$ cat src/hw/rtl/bda_pkg.sv
// Package for the binary to decimal ASCII converter.
// Holds shared widths, character codes and the digit count helper.
// Depends on nothing.
`timescale 1ns / 1ps
`default_nettype none

package bda_pkg;

  localparam int VALUE_WIDTH_DEFAULT = 32;
  localparam int CHAR_WIDTH          = 6;
  localparam int DIGIT_WIDTH         = 4;
  localparam int STEPS_PER_STAGE     = 8;

  localparam logic [CHAR_WIDTH-1:0]  ASCII_ZERO = 6'd48;
  localparam logic [DIGIT_WIDTH-1:0] DIGIT_ADJ_MIN = 4'd5;
  localparam logic [DIGIT_WIDTH-1:0] DIGIT_ADJ_ADD = 4'd3;

  // log10(2) as a fixed ratio, good for widths up to 64 bits.
  localparam int LOG10_2_NUM = 30103;
  localparam int LOG10_2_DEN = 100000;

  // Number of decimal digits in the largest value of the given width.
  function automatic int dec_digits(input int width);
    return (width * LOG10_2_NUM) / LOG10_2_DEN + 1;
  endfunction

endpackage

`default_nettype wire

$ cat src/hw/rtl/bda_channels.sv
// Handshake channel interfaces of the converter: binary numbers in,
// ASCII characters out. Depends on bda_pkg.
`timescale 1ns / 1ps
`default_nettype none

interface bda_number_if
  import bda_pkg::*;
#(
  parameter int VALUE_WIDTH = VALUE_WIDTH_DEFAULT
);
  logic                   valid;
  logic                   ready;
  logic [VALUE_WIDTH-1:0] value;

  modport source (output valid, output value, input ready);
  modport sink   (input valid, input value, output ready);
endinterface


`default_nettype wire

$ cat src/hw/rtl/bda_dabble.sv
// Pipelined shift-and-add-3 binary to BCD conversion, several bits a stage.
// Depends on bda_pkg and bda_channels.
`timescale 1ns / 1ps
`default_nettype none

module bda_dabble
  import bda_pkg::*;
#(
  parameter int VALUE_WIDTH = VALUE_WIDTH_DEFAULT
) (
  input  wire                     clk,
  input  wire                     rst,
  bda_number_if.sink              number,
  output logic                    bcd_valid,
  input  wire                     bcd_ready,
  output logic [dec_digits(VALUE_WIDTH)*DIGIT_WIDTH-1:0] bcd
);

  localparam int NDIG = dec_digits(VALUE_WIDTH);
  localparam int BCDW = NDIG * DIGIT_WIDTH;
  localparam int NSTG = (VALUE_WIDTH + STEPS_PER_STAGE - 1) / STEPS_PER_STAGE;

  logic [NSTG-1:0]        stg_vld;
  logic [NSTG-1:0]        stg_rdy;
  logic [BCDW-1:0]        stg_bcd [NSTG];
  logic [VALUE_WIDTH-1:0] stg_bin [NSTG];

  // Add three to every digit of five or more, ahead of the next shift.
  function automatic logic [BCDW-1:0] adjust(input logic [BCDW-1:0] b);
    logic [BCDW-1:0] r;
    r = b;
    for (int d = 0; d < NDIG; d++) begin
      if (r[d*DIGIT_WIDTH +: DIGIT_WIDTH] >= DIGIT_ADJ_MIN) begin
        r[d*DIGIT_WIDTH +: DIGIT_WIDTH] = r[d*DIGIT_WIDTH +: DIGIT_WIDTH] + DIGIT_ADJ_ADD;
      end
    end
    return r;
  endfunction

  for (genvar s = 0; s < NSTG; s++) begin : g_stage
    localparam int FIRST = s * STEPS_PER_STAGE;
    localparam int NSTEP = (VALUE_WIDTH - FIRST < STEPS_PER_STAGE) ?
                           (VALUE_WIDTH - FIRST) : STEPS_PER_STAGE;

    logic                   src_vld;
    logic [BCDW-1:0]        src_bcd;
    logic [VALUE_WIDTH-1:0] src_bin;
    logic [BCDW-1:0]        bcd_next;
    logic [VALUE_WIDTH-1:0] bin_next;

    if (s == 0) begin : g_src_in
      assign src_vld = number.valid;
      assign src_bcd = '0;
      assign src_bin = number.value;
    end else begin : g_src_stage
      assign src_vld = stg_vld[s-1];
      assign src_bcd = stg_bcd[s-1];
      assign src_bin = stg_bin[s-1];
    end

    if (s == NSTG - 1) begin : g_rdy_last
      assign stg_rdy[s] = !stg_vld[s] || bcd_ready;
    end else begin : g_rdy_mid
      assign stg_rdy[s] = !stg_vld[s] || stg_rdy[s+1];
    end

    always_comb begin
      bcd_next = src_bcd;
      bin_next = src_bin;
      for (int i = 0; i < NSTEP; i++) begin
        bcd_next = adjust(bcd_next);
        bcd_next = {bcd_next[BCDW-2:0], bin_next[VALUE_WIDTH-1]};
        bin_next = {bin_next[VALUE_WIDTH-2:0], 1'b0};
      end
    end

    always_ff @(posedge clk) begin
      if (rst) begin
        stg_vld[s] <= 1'b0;
      end else if (stg_rdy[s]) begin
        stg_vld[s] <= src_vld;
      end
    end

    always_ff @(posedge clk) begin
      if (stg_rdy[s]) begin
        stg_bcd[s] <= bcd_next;
        stg_bin[s] <= bin_next;
      end
    end
  end

  assign number.ready = stg_rdy[0];
  assign bcd_valid    = stg_vld[NSTG-1];
  assign bcd          = stg_bcd[NSTG-1];

`ifndef SYNTHESIS
  // Every input bit must have been shifted into the BCD word by the last stage.
  a_bin_consumed: assert property (@(posedge clk) disable iff (rst)
    stg_vld[NSTG-1] |-> (stg_bin[NSTG-1] == '0))
    else $error("binary bits left over after the last conversion stage");
`endif

endmodule

`default_nettype wire

$ cat src/flat_wrapper.sv
// flat-port wrapper written by rule: the top's interface ports become plain ports
module bda_dabble_flat import bda_pkg::*;
#(
  parameter int VALUE_WIDTH = VALUE_WIDTH_DEFAULT
)
  (clk, rst, bcd_valid, bcd_ready, bcd, number_valid, number_value, number_ready);
  bda_number_if #(.VALUE_WIDTH(VALUE_WIDTH)) number_i ();
  input  wire clk;
  input  wire rst;
  output logic bcd_valid;
  input  wire bcd_ready;
  output logic [dec_digits(VALUE_WIDTH)*DIGIT_WIDTH-1:0] bcd;
  input wire logic [$bits(number_i.valid)-1:0] number_valid;
  input wire logic [$bits(number_i.value)-1:0] number_value;
  output wire logic [$bits(number_i.ready)-1:0] number_ready;
  assign number_i.valid = number_valid;
  assign number_i.value = number_value;
  assign number_ready = number_i.ready;
  bda_dabble #(.VALUE_WIDTH(VALUE_WIDTH)) u_core (.clk(clk), .rst(rst), .number(number_i), .bcd_valid(bcd_valid), .bcd_ready(bcd_ready), .bcd(bcd));
endmodule
$ cat config.mk
export PLATFORM = sky130hd
export DESIGN_NAME = bda_dabble_flat
export DESIGN_NICKNAME = d
export VERILOG_FILES = /design/src/hw/rtl/bda_pkg.sv /design/src/hw/rtl/bda_channels.sv /design/src/hw/rtl/bda_dabble.sv /design/src/flat_wrapper.sv
export SDC_FILE = /design/constraint.sdc
export NUM_CORES = 1
export LEC_CHECK = 0
export BUFFER_PORTS_ARGS = -buffer_cell sky130_fd_sc_hd__buf_2
export CELL_PAD_IN_SITES_DETAIL_PLACEMENT = 1
export CELL_PAD_IN_SITES_GLOBAL_PLACEMENT = 1
export CORE_ASPECT_RATIO = 1.1
export CORE_UTILIZATION = 40
export CTS_CLUSTER_SIZE = 12
export DETAILED_ROUTE_END_ITERATION = 12
export HOLD_SLACK_MARGIN = 0.12
export PLACE_DENSITY_LB_ADDON = 0.3
export SYNTH_ARGS = -nofsm -noshare
export SYNTH_HDL_FRONTEND = slang
export SYNTH_SLANG_ARGS = --single-unit
$ cat constraint.sdc
create_clock -name clk -period 17.6 [get_ports clk]
set_input_delay 1.76 -clock clk [delete_from_list [all_inputs] [get_ports clk]]
set_output_delay 1.76 -clock clk [all_outputs]
set_load 0.02 [all_outputs]
==> results.cfg <==
[outcome]
run_status = complete, no violations

[clock_tree]
cts_tree = built
cts_setup_buffers = 0
cts_buffers = 17
clockBufferDepth = 2
root_buffer = clkbuf_16
ctsResizeCount = 0
cts.htree.levels = 4
clk_pin_slew_ns = 0.08
clk_latency_ns = 0.49
hold_buffers = 0
cts.sinks = 154

[worst_setup_path]
critPathKind = flop to flop
critPathBufInv = 8
cpPeakStageDelay_ns = 0.98
required_ns = 17.83
worstPathArrival_ns = 8.10
cpMaxStageDelayCell = o31ai_1
startpoint_type = flop
crit_fanout = 11
end_kind = flop
crit_family = compound AO/OA/AOI/OAI gates

[timing]
setup_tns_ns = 0
fin_skew_ns = 0.0155
slew_viol_final = 0
fmax_mhz = 127
tightestPinTransition_ns = 1.20
min_period_ns = 7.87
finalSetupViolations = 0
fin_crit_sh_pct = 44.7
hold_viol_final = 0
rsz0062_at_grt = false
slew-limit-headroom_pct = 19.5

[floorplan]
num_rows = 91
pin_count = 78
dieArea_sq_um = 57700
fp.dieW_um = 229
die_h_um = 252
placeableCoreArea_sq_um = 56000
initial_core_util_pct = 40.5

[detailed_routing]
drc = 0
num_vias = 21829
wl_um = 57100
drt_iter0_drc = 706
vias_per_cell = 5.93
dr.pass1.iters = 6
postRouteAntennaNets = 0
routedWlPerCell_um = 15.5

[cells_and_area]
fin_nets = 3099
fill_cells = 6905
final_common_cell = nor2_1
layout_common_cells = nor2_1 (267), nand2_1 (233), a21oi_1 (226)
final_cell_count_no_fill = 3680
antenna_cells = 0
area_delta_synth_final_pct = 7.51
drive_above_1_share_pct = 12.0

[yosys]
syn_area_sq_um = 22700
yosysTopAreaCell = edfxtp_1
synth_cell_types = 129
synth_top_area_share_pct = 19.9
synthTopCellsByArea = edfxtp_1 (20%), ha_1 (7.7%), a21oi_1 (5.0%)
ys_ff_latch = 154
synth-edff-count = 150
async_reset_ff_share_pct = 0
yosysWarnings = 0
syn_nets = 3063
ys_seq_area_share_pct = 20.2
postSynthAreaPerCell_sq_um = 7.86
synth_cells = 2887
synth_flop_cell = edfxtp_1

[grt]
grt-ovfl-total = 0
antenna_found_initial = 0
grt_pass1_wl_um = 98800
grt_pass1_vias = 22021
grt_max_degree = 41
grt_usage_pct = 19.4

[placement]
dp_cells = 3648
gp_congestion = 0.825
port_buffers = 77
place_hpwl_um = 44600

[job]
cap_violations = 0

[min_path]
min_path_type = flop to flop
==> per-stage QoR <==
| stage | util [%] | hold WS, ns | setup WS, ns | area [sq um] |
|---|---|---|---|---|
| after floorplan | - | 0.400 | 11.05 | 22700 |
| after global placement | 42.5 | 0.401 | 10.26 | 23800 |
| after detailed placement | 42.5 | 0.406 | 9.73 | 23800 |
| after CTS | 43.5 | 0.417 | 9.70 | 24400 |
| after global routing | 43.5 | 0.425 | 8.72 | 24400 |
| final | 43.5 | 0.417 | 9.73 | 24400 |
==> logic make-up (layout without fill, tap and decap cells) <==
family                     after synthesis  count (layout)  share of synthesized area (%)
buffers and inverters                  263             312                           4.47
and+or+nand+nor                        972             972                           21.2
muxes                                  146             146                           7.02
adders and majority gates              143             143                           7.86
AOI/OAI and AO/OA                     1075            1075                           33.3
xor gates and xnor gates               134             134                           5.95
DFF                                    154             154                           20.2
==> path summary, 6_finish.rpt <==
path / slack [ns] / cells past startpoint / to / start
worst max-delay path: 9.73 / 36 / u_core.stg_bcd[3][38] / u_core.stg_bcd[2][28]
worst min register to register: 0.42 / 0 / u_core.stg_bin[2][23] / u_core.stg_bin[1][15]
worst max register to register: 9.73 / 36 / u_core.stg_bcd[3][38] / u_core.stg_bcd[2][28]
worst min-delay path: 0.42 / 0 / u_core.stg_bin[2][23] / u_core.stg_bin[1][15]
==> cell type report <==
| type | instances | area (sq um) | area share [%] |
|---|---|---|---|
| Clock buffer | 17 | 425 | 1.74 |
| Tap cell | 744 | 931 | 3.82 |
| Multi-Input combinational cell | 2470 | 17100 | 70.1 |
| Clock inverter | 15 | 170 | 0.698 |
| Inverter | 192 | 721 | 2.96 |
| Timing Repair Buffer | 88 | 468 | 1.92 |
| Sequential cell | 154 | 4580 | 18.8 |
==> layer usage <==
metal	vias to the layer above	routed length, um	track usage [%]
met3	45	946	2.22
li1	10959	-	-
met4	0	635	5.58
met5	-	0	0
met1	10637	25200	22.4
met2	188	30300	37.3
==> cells in the mapped netlist (all sizes together) (31+ instances only) <==
cell type and count:
a21oi 246, mux2i 93, nor2 268, nand2 236
ha 140, xor2 33, o211ai 45, nand2b 63
clkbuf 56, nor3 83, mux2 52, or2 38
edfxtp 150, nand3 73, inv 191, o21ai 225
xnor2 99, and2 39, nor3b 31, and3 38
o21a 42, o22ai 31, a211oi 66, a31oi 54
a21o 43, nor2b 40
==> sequential cells by signal (all words and copies together), names as in the netlist <==
signal                  count
u_core.bcd_valid            1
u_core.g_stage.src_vld      3
u_core.stg_bcd            102
u_core.stg_bin             48
Power is not shown: default switching activity piles up to over one toggle a cycle in this logic, so the estimate is an artifact.
